`config.mk`:
```
export PLATFORM = sky130hd
export DESIGN_NAME = sha1_and_broken_sha1_hash
export DESIGN_NICKNAME = d
export VERILOG_FILES = /design/src/sv/sha1x_pkg.sv /design/src/sv/sha1x_front.sv /design/src/sv/sha1x_fifo.sv /design/src/sv/sha1x_back.sv /design/src/sv/sha1_and_broken_sha1_hash.sv
export SDC_FILE = /design/constraint.sdc
export NUM_CORES = 2
export LEC_CHECK = 0
export BUFFER_PORTS_ARGS = -buffer_cell sky130_fd_sc_hd__buf_2
export CAP_MARGIN = 0
export CORE_MARGIN = 4
export CORE_UTILIZATION = 40
export CTS_CLUSTER_SIZE = 10
export DETAILED_ROUTE_END_ITERATION = 10
export PLACE_DENSITY = 0.55
export SYNTH_ARGS = -nofsm -noshare
export SYNTH_HDL_FRONTEND = slang
export SYNTH_SLANG_ARGS = --single-unit
```
`constraint.sdc`:
```
create_clock -name clk -period 60.8 [get_ports clk]
set_input_delay 15.2 -clock clk [delete_from_list [all_inputs] [get_ports clk]]
set_output_delay 15.2 -clock clk [all_outputs]
set_load 0.01 [all_outputs]
```
`src/sv/sha1x_pkg.sv`:
```
// Shared types, constants and helpers for the SHA-1 / broken SHA-1 hash block.
package sha1x_pkg;

  // Block and queue geometry.
  localparam int BLK_WORDS = 16;
  localparam int Q_DEPTH   = 2;

  typedef logic [31:0] word_t;

  // Front end: byte packing and block finishing sequence.
  typedef enum logic [1:0] {
    FS_IDLE,
    FS_FULL,
    FS_FINISH,
    FS_LEN
  } fstate_t;

  // Back end: compression rounds and digest output.
  typedef enum logic [1:0] {
    BS_IDLE,
    BS_ROUND,
    BS_ADD,
    BS_OUT
  } bstate_t;

  // One queued block job: the sixteen block words plus how to handle them.
  typedef struct packed {
    logic [BLK_WORDS-1:0][31:0] blk;
    logic                       mode;
    logic                       compress;
    logic                       fin;
  } blk_entry_t;

  // Configuration register indexes.
  localparam logic CFG_HASH_MODE = 1'b0;
  localparam logic CFG_SWAP      = 1'b1;

  // Initial chaining value.
  localparam word_t IV0 = 32'h67452301;
  localparam word_t IV1 = 32'hefcdab89;
  localparam word_t IV2 = 32'h98badcfe;
  localparam word_t IV3 = 32'h10325476;
  localparam word_t IV4 = 32'hc3d2e1f0;

  // Round constants.
  localparam word_t K0 = 32'h5a827999;
  localparam word_t K1 = 32'h6ed9eba1;
  localparam word_t K2 = 32'h8f1bbcdc;
  localparam word_t K3 = 32'hca62c1d6;

  // Round group boundaries and the final round.
  localparam logic [6:0] ROUND_G1   = 7'd20;
  localparam logic [6:0] ROUND_G2   = 7'd40;
  localparam logic [6:0] ROUND_G3   = 7'd60;
  localparam logic [6:0] ROUND_LAST = 7'd79;

  // Padding constants.
  localparam logic [7:0] PAD_BYTE = 8'h80;
  localparam logic [5:0] LEN_POS  = 6'd56;
  localparam logic [5:0] LAST_POS = 6'd63;

  // Byte-swap a 32-bit word.
  function automatic word_t swap32(input word_t x);
    return {x[7:0], x[15:8], x[23:16], x[31:24]};
  endfunction

endpackage

```
`src/sv/sha1x_front.sv`:
```
// Front end: packs message bytes into blocks and queues blocks for compression.
module sha1x_front import sha1x_pkg::*; (
  input  logic       clk,
  input  logic       rst_n,
  input  logic       mode,
  input  logic       in_valid,
  output logic       in_ready,
  input  logic [7:0] in_data_byte,
  input  logic       in_has_byte,
  input  logic       in_last_byte,
  output logic       push_valid,
  input  logic       push_ready,
  output blk_entry_t push_entry
);

  fstate_t                    state_r, state_nxt;
  logic [BLK_WORDS-1:0][31:0] buf_r, buf_nxt;
  logic [5:0]                 pos_r, pos_nxt;
  logic [60:0]                cnt_r, cnt_nxt;
  logic                       pend_last_r, pend_last_nxt;

  logic                       acc;
  logic                       push_done;
  logic                       pos_high;
  logic [3:0]                 idx;
  logic [1:0]                 lane_sel;
  logic [63:0]                bit_len;
  logic [BLK_WORDS-1:0][31:0] buf_ins;
  logic [BLK_WORDS-1:0][31:0] buf_pad;
  logic [BLK_WORDS-1:0][31:0] len_blk;

  assign acc       = in_valid && in_ready;
  assign push_done = push_valid && push_ready;
  assign pos_high  = (pos_r >= LEN_POS);
  assign idx       = pos_r[5:2];
  assign bit_len   = {cnt_r, 3'b000};

  // Byte lane: big-endian in standard mode, little-endian in broken mode.
  assign lane_sel = mode ? ~pos_r[1:0] : pos_r[1:0];

  // Block buffer with the incoming byte, with the pad byte, and a length-only block.
  always_comb begin
    buf_ins = buf_r;
    buf_ins[idx][{lane_sel, 3'b000} +: 8] = buf_r[idx][{lane_sel, 3'b000} +: 8] | in_data_byte;
    buf_pad = buf_r;
    buf_pad[idx][{~pos_r[1:0], 3'b000} +: 8] = buf_r[idx][{~pos_r[1:0], 3'b000} +: 8] | PAD_BYTE;
    len_blk = '0;
    len_blk[14] = bit_len[63:32];
    len_blk[15] = bit_len[31:0];
  end

  // Next state.
  always_comb begin
    state_nxt = state_r;
    case (state_r)
      FS_IDLE: begin
        if (acc) begin
          if (in_has_byte && (pos_r == LAST_POS)) begin
            state_nxt = FS_FULL;
          end else if (in_last_byte) begin
            state_nxt = FS_FINISH;
          end
        end
      end
      FS_FULL: begin
        if (push_ready) begin
          state_nxt = pend_last_r ? FS_FINISH : FS_IDLE;
        end
      end
      FS_FINISH: begin
        if (push_ready) begin
          state_nxt = (mode && pos_high) ? FS_LEN : FS_IDLE;
        end
      end
      FS_LEN: begin
        if (push_ready) begin
          state_nxt = FS_IDLE;
        end
      end
      default: state_nxt = FS_IDLE;
    endcase
  end

  // Outputs: handshake and the block job offered to the queue.
  always_comb begin
    in_ready            = (state_r == FS_IDLE);
    push_valid          = (state_r != FS_IDLE);
    push_entry.blk      = buf_r;
    push_entry.mode     = mode;
    push_entry.compress = 1'b1;
    push_entry.fin      = 1'b0;
    case (state_r)
      FS_FULL: begin
        push_entry.blk = buf_r;
      end
      FS_FINISH: begin
        if (mode) begin
          push_entry.blk = buf_pad;
          if (!pos_high) begin
            push_entry.blk[14] = bit_len[63:32];
            push_entry.blk[15] = bit_len[31:0];
          end
          push_entry.fin = !pos_high;
        end else begin
          push_entry.blk      = buf_r;
          push_entry.compress = (pos_r != '0);
          push_entry.fin      = 1'b1;
        end
      end
      FS_LEN: begin
        push_entry.blk = len_blk;
        push_entry.fin = 1'b1;
      end
      default: begin
        push_entry.blk = buf_r;
      end
    endcase
  end

  // Buffer, position and length updates.
  always_comb begin
    buf_nxt       = buf_r;
    pos_nxt       = pos_r;
    cnt_nxt       = cnt_r;
    pend_last_nxt = pend_last_r;
    case (state_r)
      FS_IDLE: begin
        if (acc) begin
          pend_last_nxt = in_last_byte;
          if (in_has_byte) begin
            buf_nxt = buf_ins;
            pos_nxt = pos_r + 6'd1;
            cnt_nxt = cnt_r + 61'd1;
          end
        end
      end
      FS_FULL: begin
        if (push_done) begin
          buf_nxt = '0;
        end
      end
      FS_FINISH: begin
        if (push_done) begin
          buf_nxt = '0;
          pos_nxt = '0;
          if (!(mode && pos_high)) begin
            cnt_nxt = '0;
          end
        end
      end
      FS_LEN: begin
        if (push_done) begin
          cnt_nxt = '0;
        end
      end
      default: begin
        buf_nxt = buf_r;
      end
    endcase
  end

  always_ff @(posedge clk) begin
    if (!rst_n) begin
      state_r     <= FS_IDLE;
      buf_r       <= '0;
      pos_r       <= '0;
      cnt_r       <= '0;
      pend_last_r <= 1'b0;
    end else begin
      state_r     <= state_nxt;
      buf_r       <= buf_nxt;
      pos_r       <= pos_nxt;
      cnt_r       <= cnt_nxt;
      pend_last_r <= pend_last_nxt;
    end
  end

endmodule

```
`src/sv/sha1x_fifo.sv`:
```
// Short queue of block jobs between the front end and the compression engine.
module sha1x_fifo import sha1x_pkg::*; (
  input  logic       clk,
  input  logic       rst_n,
  input  logic       wr_valid,
  output logic       wr_ready,
  input  blk_entry_t wr_entry,
  output logic       rd_valid,
  input  logic       rd_ready,
  output blk_entry_t rd_entry
);

  localparam int PW = $clog2(Q_DEPTH);

  blk_entry_t    mem_r [Q_DEPTH];
  logic [PW-1:0] wr_ptr_r, wr_ptr_nxt;
  logic [PW-1:0] rd_ptr_r, rd_ptr_nxt;
  logic [PW:0]   count_r, count_nxt;
  logic          do_wr;
  logic          do_rd;

  assign wr_ready = (count_r != Q_DEPTH[PW:0]);
  assign rd_valid = (count_r != '0);
  assign do_wr    = wr_valid && wr_ready;
  assign do_rd    = rd_valid && rd_ready;
  assign rd_entry = mem_r[rd_ptr_r];

  // Pointer and occupancy updates.
  always_comb begin
    wr_ptr_nxt = do_wr ? wr_ptr_r + 1'b1 : wr_ptr_r;
    rd_ptr_nxt = do_rd ? rd_ptr_r + 1'b1 : rd_ptr_r;
    case ({do_wr, do_rd})
      2'b10:   count_nxt = count_r + 1'b1;
      2'b01:   count_nxt = count_r - 1'b1;
      default: count_nxt = count_r;
    endcase
  end

  always_ff @(posedge clk) begin
    if (!rst_n) begin
      wr_ptr_r <= '0;
      rd_ptr_r <= '0;
      count_r  <= '0;
    end else begin
      wr_ptr_r <= wr_ptr_nxt;
      rd_ptr_r <= rd_ptr_nxt;
      count_r  <= count_nxt;
    end
  end

  // Entry storage.
  always_ff @(posedge clk) begin
    if (do_wr) begin
      mem_r[wr_ptr_r] <= wr_entry;
    end
  end

endmodule

```
`src/sv/sha1x_back.sv`:
```
// Back end: eighty-round compression engine, chaining value and digest output register.
module sha1x_back import sha1x_pkg::*; (
  input  logic       clk,
  input  logic       rst_n,
  input  logic       swap,
  input  logic       rd_valid,
  output logic       rd_ready,
  input  blk_entry_t rd_entry,
  output logic       out_valid,
  input  logic       out_ready,
  output word_t      out_digest_word0,
  output word_t      out_digest_word1,
  output word_t      out_digest_word2,
  output word_t      out_digest_word3,
  output word_t      out_digest_word4
);

  bstate_t                    state_r, state_nxt;
  logic [BLK_WORDS-1:0][31:0] win_r, win_nxt;
  word_t                      a_r, b_r, c_r, d_r, e_r;
  word_t                      a_nxt, b_nxt, c_nxt, d_nxt, e_nxt;
  word_t                      cv_r [5];
  word_t                      cv_nxt [5];
  word_t                      dig_r [5];
  word_t                      dig_nxt [5];
  logic [6:0]                 rnd_r, rnd_nxt;
  logic                       mode_r, mode_nxt;
  logic                       fin_r, fin_nxt;
  logic                       out_valid_r, out_valid_nxt;

  logic                       pop;
  logic                       load;
  word_t                      f;
  word_t                      k;
  word_t                      t;
  word_t                      x;
  word_t                      wnew;

  assign out_valid        = out_valid_r;
  assign out_digest_word0 = dig_r[0];
  assign out_digest_word1 = dig_r[1];
  assign out_digest_word2 = dig_r[2];
  assign out_digest_word3 = dig_r[3];
  assign out_digest_word4 = dig_r[4];

  // Next state.
  always_comb begin
    state_nxt = state_r;
    case (state_r)
      BS_IDLE: begin
        if (rd_valid) begin
          if (rd_entry.compress) begin
            state_nxt = BS_ROUND;
          end else if (rd_entry.fin) begin
            state_nxt = BS_OUT;
          end
        end
      end
      BS_ROUND: begin
        if (rnd_r == ROUND_LAST) begin
          state_nxt = BS_ADD;
        end
      end
      BS_ADD: begin
        state_nxt = fin_r ? BS_OUT : BS_IDLE;
      end
      BS_OUT: begin
        if (!out_valid_r || out_ready) begin
          state_nxt = BS_IDLE;
        end
      end
      default: state_nxt = BS_IDLE;
    endcase
  end

  // Outputs: queue pop and digest register load.
  always_comb begin
    rd_ready = (state_r == BS_IDLE);
    pop      = (state_r == BS_IDLE) && rd_valid;
    load     = (state_r == BS_OUT) && (!out_valid_r || out_ready);
  end

  // Round function, constant and the next schedule word.
  always_comb begin
    if (rnd_r < ROUND_G1) begin
      f = (b_r & c_r) | (~b_r & d_r);
      k = K0;
    end else if (rnd_r < ROUND_G2) begin
      f = b_r ^ c_r ^ d_r;
      k = K1;
    end else if (rnd_r < ROUND_G3) begin
      f = (b_r & c_r) | (b_r & d_r) | (c_r & d_r);
      k = K2;
    end else begin
      f = b_r ^ c_r ^ d_r;
      k = K3;
    end
    t    = {a_r[26:0], a_r[31:27]} + f + e_r + k + win_r[0];
    x    = win_r[13] ^ win_r[8] ^ win_r[2] ^ win_r[0];
    // The broken variant turns the XOR value into a one-hot rotation of 1.
    wnew = mode_r ? {x[30:0], x[31]} : (32'd1 << x[4:0]);
  end

  // Datapath updates.
  always_comb begin
    win_nxt       = win_r;
    a_nxt         = a_r;
    b_nxt         = b_r;
    c_nxt         = c_r;
    d_nxt         = d_r;
    e_nxt         = e_r;
    cv_nxt        = cv_r;
    dig_nxt       = dig_r;
    rnd_nxt       = rnd_r;
    mode_nxt      = mode_r;
    fin_nxt       = fin_r;
    out_valid_nxt = out_valid_r && !out_ready;
    case (state_r)
      BS_IDLE: begin
        if (pop) begin
          win_nxt  = rd_entry.blk;
          mode_nxt = rd_entry.mode;
          fin_nxt  = rd_entry.fin;
          rnd_nxt  = '0;
          a_nxt    = cv_r[0];
          b_nxt    = cv_r[1];
          c_nxt    = cv_r[2];
          d_nxt    = cv_r[3];
          e_nxt    = cv_r[4];
        end
      end
      BS_ROUND: begin
        win_nxt[BLK_WORDS-2:0] = win_r[BLK_WORDS-1:1];
        win_nxt[BLK_WORDS-1]   = wnew;
        a_nxt   = t;
        b_nxt   = a_r;
        c_nxt   = {b_r[1:0], b_r[31:2]};
        d_nxt   = c_r;
        e_nxt   = d_r;
        rnd_nxt = rnd_r + 7'd1;
      end
      BS_ADD: begin
        cv_nxt[0] = cv_r[0] + a_r;
        cv_nxt[1] = cv_r[1] + b_r;
        cv_nxt[2] = cv_r[2] + c_r;
        cv_nxt[3] = cv_r[3] + d_r;
        cv_nxt[4] = cv_r[4] + e_r;
      end
      BS_OUT: begin
        if (load) begin
          for (int i = 0; i < 5; i++) begin
            dig_nxt[i] = swap ? swap32(cv_r[i]) : cv_r[i];
          end
          out_valid_nxt = 1'b1;
          cv_nxt[0] = IV0;
          cv_nxt[1] = IV1;
          cv_nxt[2] = IV2;
          cv_nxt[3] = IV3;
          cv_nxt[4] = IV4;
        end
      end
      default: begin
        rnd_nxt = rnd_r;
      end
    endcase
  end

  // Control state and chaining value.
  always_ff @(posedge clk) begin
    if (!rst_n) begin
      state_r     <= BS_IDLE;
      out_valid_r <= 1'b0;
      cv_r[0]     <= IV0;
      cv_r[1]     <= IV1;
      cv_r[2]     <= IV2;
      cv_r[3]     <= IV3;
      cv_r[4]     <= IV4;
    end else begin
      state_r     <= state_nxt;
      out_valid_r <= out_valid_nxt;
      cv_r        <= cv_nxt;
    end
  end

  // Working variables, schedule window and digest payload.
  always_ff @(posedge clk) begin
    win_r  <= win_nxt;
    a_r    <= a_nxt;
    b_r    <= b_nxt;
    c_r    <= c_nxt;
    d_r    <= d_nxt;
    e_r    <= e_nxt;
    dig_r  <= dig_nxt;
    rnd_r  <= rnd_nxt;
    mode_r <= mode_nxt;
    fin_r  <= fin_nxt;
  end

endmodule

```
`src/sv/sha1_and_broken_sha1_hash.sv`:
```
// Top level of the SHA-1 / broken SHA-1 hash block.
// Bytes are taken at one per cycle while the front end is idle; a full 64-byte block goes
// through the round engine as one load, eighty rounds and one chaining add. The padding
// may need a second block; a two-entry block queue lets packing run ahead of compression.
// Synchronous active-low reset clears the buffer, counters and chaining value; no clearing pass.
module sha1_and_broken_sha1_hash import sha1x_pkg::*; (
  input  logic        clk,
  input  logic        rst_n,
  input  logic        in_valid,
  output logic        in_ready,
  input  logic [7:0]  in_data_byte,
  input  logic        in_has_byte,
  input  logic        in_last_byte,
  output logic        out_valid,
  input  logic        out_ready,
  output logic [31:0] out_digest_word0,
  output logic [31:0] out_digest_word1,
  output logic [31:0] out_digest_word2,
  output logic [31:0] out_digest_word3,
  output logic [31:0] out_digest_word4,
  input  logic        cfg_valid,
  output logic        cfg_ready,
  input  logic        cfg_index,
  input  logic        cfg_data
);

  logic       mode_r, mode_nxt;
  logic       swap_r, swap_nxt;
  logic       push_valid;
  logic       push_ready;
  blk_entry_t push_entry;
  logic       q_valid;
  logic       q_ready;
  blk_entry_t q_entry;

  // Configuration registers.
  assign cfg_ready = 1'b1;

  always_comb begin
    mode_nxt = mode_r;
    swap_nxt = swap_r;
    if (cfg_valid) begin
      case (cfg_index)
        CFG_HASH_MODE: mode_nxt = cfg_data;
        CFG_SWAP:      swap_nxt = cfg_data;
        default:       mode_nxt = mode_r;
      endcase
    end
  end

  always_ff @(posedge clk) begin
    if (!rst_n) begin
      mode_r <= 1'b1;
      swap_r <= 1'b0;
    end else begin
      mode_r <= mode_nxt;
      swap_r <= swap_nxt;
    end
  end

  // Byte packing and block finishing.
  sha1x_front u_front (
    .clk          (clk),
    .rst_n        (rst_n),
    .mode         (mode_r),
    .in_valid     (in_valid),
    .in_ready     (in_ready),
    .in_data_byte (in_data_byte),
    .in_has_byte  (in_has_byte),
    .in_last_byte (in_last_byte),
    .push_valid   (push_valid),
    .push_ready   (push_ready),
    .push_entry   (push_entry)
  );

  // Block job queue.
  sha1x_fifo u_fifo (
    .clk      (clk),
    .rst_n    (rst_n),
    .wr_valid (push_valid),
    .wr_ready (push_ready),
    .wr_entry (push_entry),
    .rd_valid (q_valid),
    .rd_ready (q_ready),
    .rd_entry (q_entry)
  );

  // Compression engine and digest output.
  sha1x_back u_back (
    .clk              (clk),
    .rst_n            (rst_n),
    .swap             (swap_r),
    .rd_valid         (q_valid),
    .rd_ready         (q_ready),
    .rd_entry         (q_entry),
    .out_valid        (out_valid),
    .out_ready        (out_ready),
    .out_digest_word0 (out_digest_word0),
    .out_digest_word1 (out_digest_word1),
    .out_digest_word2 (out_digest_word2),
    .out_digest_word3 (out_digest_word3),
    .out_digest_word4 (out_digest_word4)
  );

  // The front end offers no block while it is taking bytes.
  assert property (@(posedge clk) disable iff (!rst_n) in_ready |-> !push_valid)
    else $error("front end offers a block while accepting bytes");

  // A job that skips compression must be the one that ends the message.
  assert property (@(posedge clk) disable iff (!rst_n)
    (push_valid && !push_entry.compress) |-> push_entry.fin)
    else $error("non-compressing block job that does not end the message");

  // A block job offered but refused by a full queue is held unchanged.
  assert property (@(posedge clk) disable iff (!rst_n)
    (push_valid && !push_ready) |=> (push_valid && $stable(push_entry)))
    else $error("block job changed while the queue was full");

endmodule

```
Word-level counts from Yosys, hierarchy flattened

Memories as Yosys holds them, arrays and structs flattened. A register that Yosys moved wholly into a read port is not among the register bits.
Cells that the tools add are included.

$add $sub $neg: 18
$mul: 0
Div/mod/pow operators: 0
$lt $le $gt $ge: 6
Eq/ne operators: 27
Shift operators: 7
Mux-type cells: 81
Bitwise logic cells: 16
Reductions and logical operators: 36

Operators by type and width:

| operator               | number |
|---|---|
| $pmux 512 s2           | 3 |
| $mux 512               | 5 |
| $bwmux 512             | 2 |
| $mux 32                | 19 |
| $pmux 160 s2           | 1 |
| $pmux 32 s2            | 5 |
| $mux 61                | 5 |
| $add 32x32->32         | 9 |
| $demux 32 s4           | 2 |
| $pmux 61 s3            | 1 |
| $mux 160               | 1 |
| $xor 32x32->32         | 5 |
| $and 32x32->32         | 4 |
| $bmux 32 s4            | 1 |
| $or 32x32->32          | 3 |
| $mux 64                | 1 |
| $shift 8x7->32 const A | 2 |
| $shiftx 8x7->32        | 2 |
| $add 61x1->61 const B  | 1 |
| $not 32->32            | 1 |
| $shiftx 32x6->7        | 1 |
| $shiftx 32x6->8        | 1 |
| $shl 1x5->32 const A   | 1 |
| $mux 31                | 1 |
| other kinds (43)       | 114 |

Register bits after elaboration: 1592
Latch bits: 0
RAM bits: 1030
ROM bits: 0
Input bits: 17
Output and inout bits: 163
Logic and storage cells: 253
Memories kept: 1

Memories:

| name         | depth | bits a word | rd ports | clocked after memory_dff | wr ports | RTL line         | RTL |
|---|---|---|---|---|---|---|---|
| u_fifo.mem_r | 2     | 515         | 1        | 1                        | 1        | sha1x_fifo.sv:15 | `blk_entry_t mem_r [Q_DEPTH];` |

Depth between registers and ports, before layout

Word-level depth: 11
Gate-level depth with buffers: 27
Mapped depth without buffers: 25

By module

Synthesis repeated with hierarchy kept, for this count alone.

Cell total of the unflattened synthesis: 10910
Area, all modules: 128333.1 sq um

By module, submodules not included:

| module                    | times used | cells an instance | area each (sq um) | seq. area each (sq um) |
|---|---|---|---|---|
| sha1x_back                | 1          | 5491              | 54612.4           | 28517.4 |
| sha1x_fifo                | 1          | 1626              | 38809.7           | 31029.8 |
| sha1x_front               | 1          | 3781              | 34808.4           | 11651.2 |
| sha1_and_broken_sha1_hash | 1          | 12                | 102.6             | 40.0 |

Worst setup path after synthesis

Ideal clock, no wire load.

Path kind: reg-to-reg
Start point: reg u_front.state_r[0]
End point: mem u_fifo.mem_r[0][0] (netlist name) (enable)
Library setup time: 1.405 ns
Arrival: 22.340 ns
Required time: 59.395 ns
Slack: 37.055 ns
Stages on the path, launching flop included: 6
Path buffers: 0
Clock period less this slack: 23.745 ns
Cells stage by stage: dfxtp_1 > inv_1 > ha_1 > nor2_1 > inv_1 > nor2_1

Longest elaborated chain between the ends: 4

Ends and longest elaborated chain:

| element                      | RTL line           | RTL |
|---|---|---|
| from (decl)                  | sha1x_front.sv:16  | `fstate_t state_r, state_nxt;` |
| from (signal assigned)       | sha1x_front.sv:170 | `state_r <= state_nxt;` |
| $reduce_bool 2->1            | sha1x_front.sv:87  | `push_valid = (state_r != FS_IDLE);` |
| $logic_and 1x1->1            | sha1x_fifo.sv:24   | `assign do_wr = wr_valid && wr_ready;` |
| $mux 1                       | sha1x_fifo.sv:53   | `if (do_wr) begin` |
| $mux 1 (implied by the code) | sha1x_fifo.sv:54   | `mem_r[wr_ptr_r] <= wr_entry;` |
| to (decl)                    | sha1x_fifo.sv:15   |  |

No other way between the ends.

Final worst setup path

Start point: in rst_n
End point: reg u_front.buf_r[43] (netlist name)

RTL lines:

| element              | RTL line                       | RTL |
|---|---|---|
| from (decl)          | sha1_and_broken_sha1_hash.sv:8 | `input logic rst_n,` |
| to (signal assigned) | sha1x_front.sv:171             | `buf_r <= buf_nxt;` |
| to (decl)            | sha1x_front.sv:17              | `logic [BLK_WORDS-1:0][31:0] buf_r, buf_nxt;` |

No word-level cell between the ends.

==> flow_summary.ini <==
[routing]
drc = 0
vias = 88800
antenna_left = 0
wire_per_inst_um = 27.4
drtIter0Drc = 10200
first_pass_iters = 9
viasPerCell = 5.83
totalWireLength_mm = 417

[grt]
grt_pass1_vias = 85200
grt_pass1_wl_mm = 598
antenna_found_initial = 18
track_usage = 0.255
gr-total-overflow = 0
grt_max_degree = 191

[sta]
maxSlewViolCount = 0
tns_ns = 0
post-route-min-period_ns = 18.38
final-setup-viol-count = 0
timing.fmax_ghz = 0.0544
rsz0062_at_grt = false
finalCritPeriodShare = 0.302
relSlewSlack = 0.0251
clock_skew_ns = 0.0658
tightestPinTransition_ns = 1.45
final_hold_viol_count = 0

[placement]
placed_area_mm2 = 0.127
gp_congestion = 0.936
dp_hpwl_mm = 285
portBuffers = 178

[final_layout]
stdcell_area_mm2 = 0.137
fin_nets = 11200
drive_gt1_frac = 0.100
fillerInstances = 28100
utilization = 0.449
area_growth_syn_to_layout_pct = 11.8

[pwr]
p_seq_frac = 0.324
peakVddDrop_v = 0.000143
powerDensity_mw_per_mm2 = 63.3
combinationalPowerShare = 0.471
power.leakage_nw = 46.5
p_sw_frac = 0.424
p_int_mw = 5.00
switchingPower_mw = 3.68
p_clk_frac = 0.205

[clock_tree]
postCtsSetupBuffers = 0
cts_max_level = 5
cts.clk_slew.worst_paths_ns = 0.06
clkLatencyLatePin_ns = 0.93
cts_tree = built
cts_hold_buf = 0
cts_made_buffers = 315
cts-root-buf = clkbuf_16
postCtsResizedCells = 0
cts_num_sinks = 2623
clockBufferDepth = 4

[synthesis]
synthesis.nets = 11200
synthFlopType = edfxtp_1
yosysSeqAreaShare = 0.581
synthCells = 10800
synth_top_area_frac = 0.458
ys_top_cells_by_area = edfxtp_1 46%, dfxtp_1 12%, nand2_1 5.6%
synth-edff-count = 1871
synth_seq_cells = 2623
ys_types = 85
avgSynthCellArea_um2 = 11.3
ys_warn_count = 0
synth_area_mm2 = 0.123
yosysTopAreaCell = edfxtp_1
synthArstFlopShare = 0

[floorplan]
fp.dieH_um = 562
design.die.area_mm2 = 0.316
core_area_mm2 = 0.306
die_w_um = 562
start_util = 0.401
num_rows = 203
io_pins = 180

[worst_setup_path]
cp.arrival_ns = 19.14
critPathKind = input port to register
worstPathRequired_ns = 61.55
reg2reg_slack_ns = 51.98
critPathLaunchType = input port
path_max_fanout = 105
end_kind = register

[status]
outcome = completed

[hold_path]
hold_class = register to register

[run]
maxCapViolCount = 0
-- path summary, 6_finish.rpt --
check,startpoint,end,cells past startpoint
max,rst_n,u_front.buf_r[43],7
min reg2reg,u_front.pend_last_r,u_front.pend_last_r,2
max reg2reg,u_back.rnd_r[4],u_back.a_r[30],24
min,u_front.pend_last_r,u_front.pend_last_r,2
-- cells in the mapped netlist, types with 161 or more instances --
cell type	count
ha_1	232
xnor2_1	179
nand2_1	1820
edfxtp_1	1871
a22oi_1	587
inv_1	222
nor2_1	1066
o21ai_0	1153
clkbuf_1	444
mux2i_1	521
dfxtp_1	752
mux2_2	161
a21oi_1	249
-- per-stage QoR --
step | power (mW) | cells | hold slack, ns | worst slack [ns]
6_report | 8.67 | 15200 | 0.489 | 42.42
5_1_grt | 9.21 | 15200 | 0.507 | 42.35
4_1_cts | 8.71 | 15200 | 0.494 | 42.62
3_5_place_dp | 6.91 | 14600 | 0.485 | 41.65
3_3_place_gp | 6.87 | 14600 | 0.477 | 41.73
2_1_floorplan | 5.81 | 10800 | 0.420 | 37.05
-- final cells by class --
| type | instances | area (µm²) | area share |
|---|---|---|---|
| antenna | 8 | 20.0 | 0.000146 |
| clock buffer | 539 | 9080 | 0.0662 |
| clock inverter | 39 | 514 | 0.00375 |
| inverter | 224 | 850 | 0.00620 |
| multi-input combinational | 7380 | 48200 | 0.352 |
| sequential | 2623 | 71300 | 0.520 |
| tap | 4100 | 5130 | 0.0374 |
| timing repair buffer | 321 | 2010 | 0.0147 |
-- logic make-up (layout without fill, tap and decap cells) --
kind of cell | Yosys count | after routing | share of synthesized area
AOI/OAI and AO/OA | 2584 | 2584 | 0.130
buffers and inverters | 803 | 1123 | 0.0280
other | 1 | 9 | 0.0000306
xor gates and xnor gates | 314 | 314 | 0.0224
adders and majority gates | 356 | 356 | 0.0439
muxes | 842 | 842 | 0.0872
and+or+nand+nor | 3283 | 3283 | 0.108
DFF | 2623 | 2623 | 0.581
-- sequential cells by signal (all words and copies together), names as in the netlist, 2 cells and up, named ones only --
register / flops
u_back.rnd_r: 7
u_back.e_r: 32
u_back.out_digest_word4: 32
u_back.out_digest_word2: 32
u_back.b_r: 32
u_fifo.count_r: 2
u_back.d_r: 32
u_back.win_r: 512
u_front.state_r: 2
u_back.state_r: 2
u_back.cv_r: 160
u_back.a_r: 32
u_front.pos_r: 6
u_front.cnt_r: 61
u_back.out_digest_word1: 32
u_back.out_digest_word3: 32
u_front.buf_r: 512
u_back.c_r: 32
u_back.out_digest_word0: 32
u_fifo.mem_r: 1030
-- cells in the final DEF (no fill, tap or decap), types with 29 or more instances in the layout --
cell	instances
mux2i_1	521
clkbuf_16	321
a221oi_1	44
o21ai_1	67
nor2b_1	55
buf_2	178
clkbuf_1	195
xor2_1	135
nand3_1	74
a221o_1	33
nand2b_1	29
fa_1	124
inv_1	221
mux2_2	161
and3_1	52
a21o_1	87
o21ai_0	1153
nor3_1	42
buf_4	139
nor2_2	42
edfxtp_1	1871
o22ai_1	76
and2_1	32
o221ai_1	32
ha_1	229
a31oi_1	33
a21oi_1	247
nand2_1	1814
xnor2_1	179
nor2_1	1024
a22oi_1	587
mux4_2	144
dfxtp_1	745
o21a_1	33
-- layer usage --
layer,track usage,routed length [µm],vias up
met2,0.395,187000,4032
met1,0.352,176000,44400
met4,0.100,18300,10
met3,0.0497,35500,769
met5,0,83,-
li1,-,-,39600
-- worst max-delay path, cell delays in order --
cell    delay, ns
buf_2        0.13
buf_4        0.25
inv_8        0.56
buf_4        0.80
buf_4        0.90
buf_4        0.80
nor2_1       0.14
-- power by group through the flow --
stage	Combinational, mW	Sequential (mW)	Clock [mW]
after global placement	4.03	2.83	0
after floorplan	2.84	2.96	0
final	4.09	2.81	1.78
after global routing	4.49	2.84	1.89
after CTS	4.10	2.81	1.81
after detailed placement	4.07	2.84	0
(Power assumes the default switching activity.)
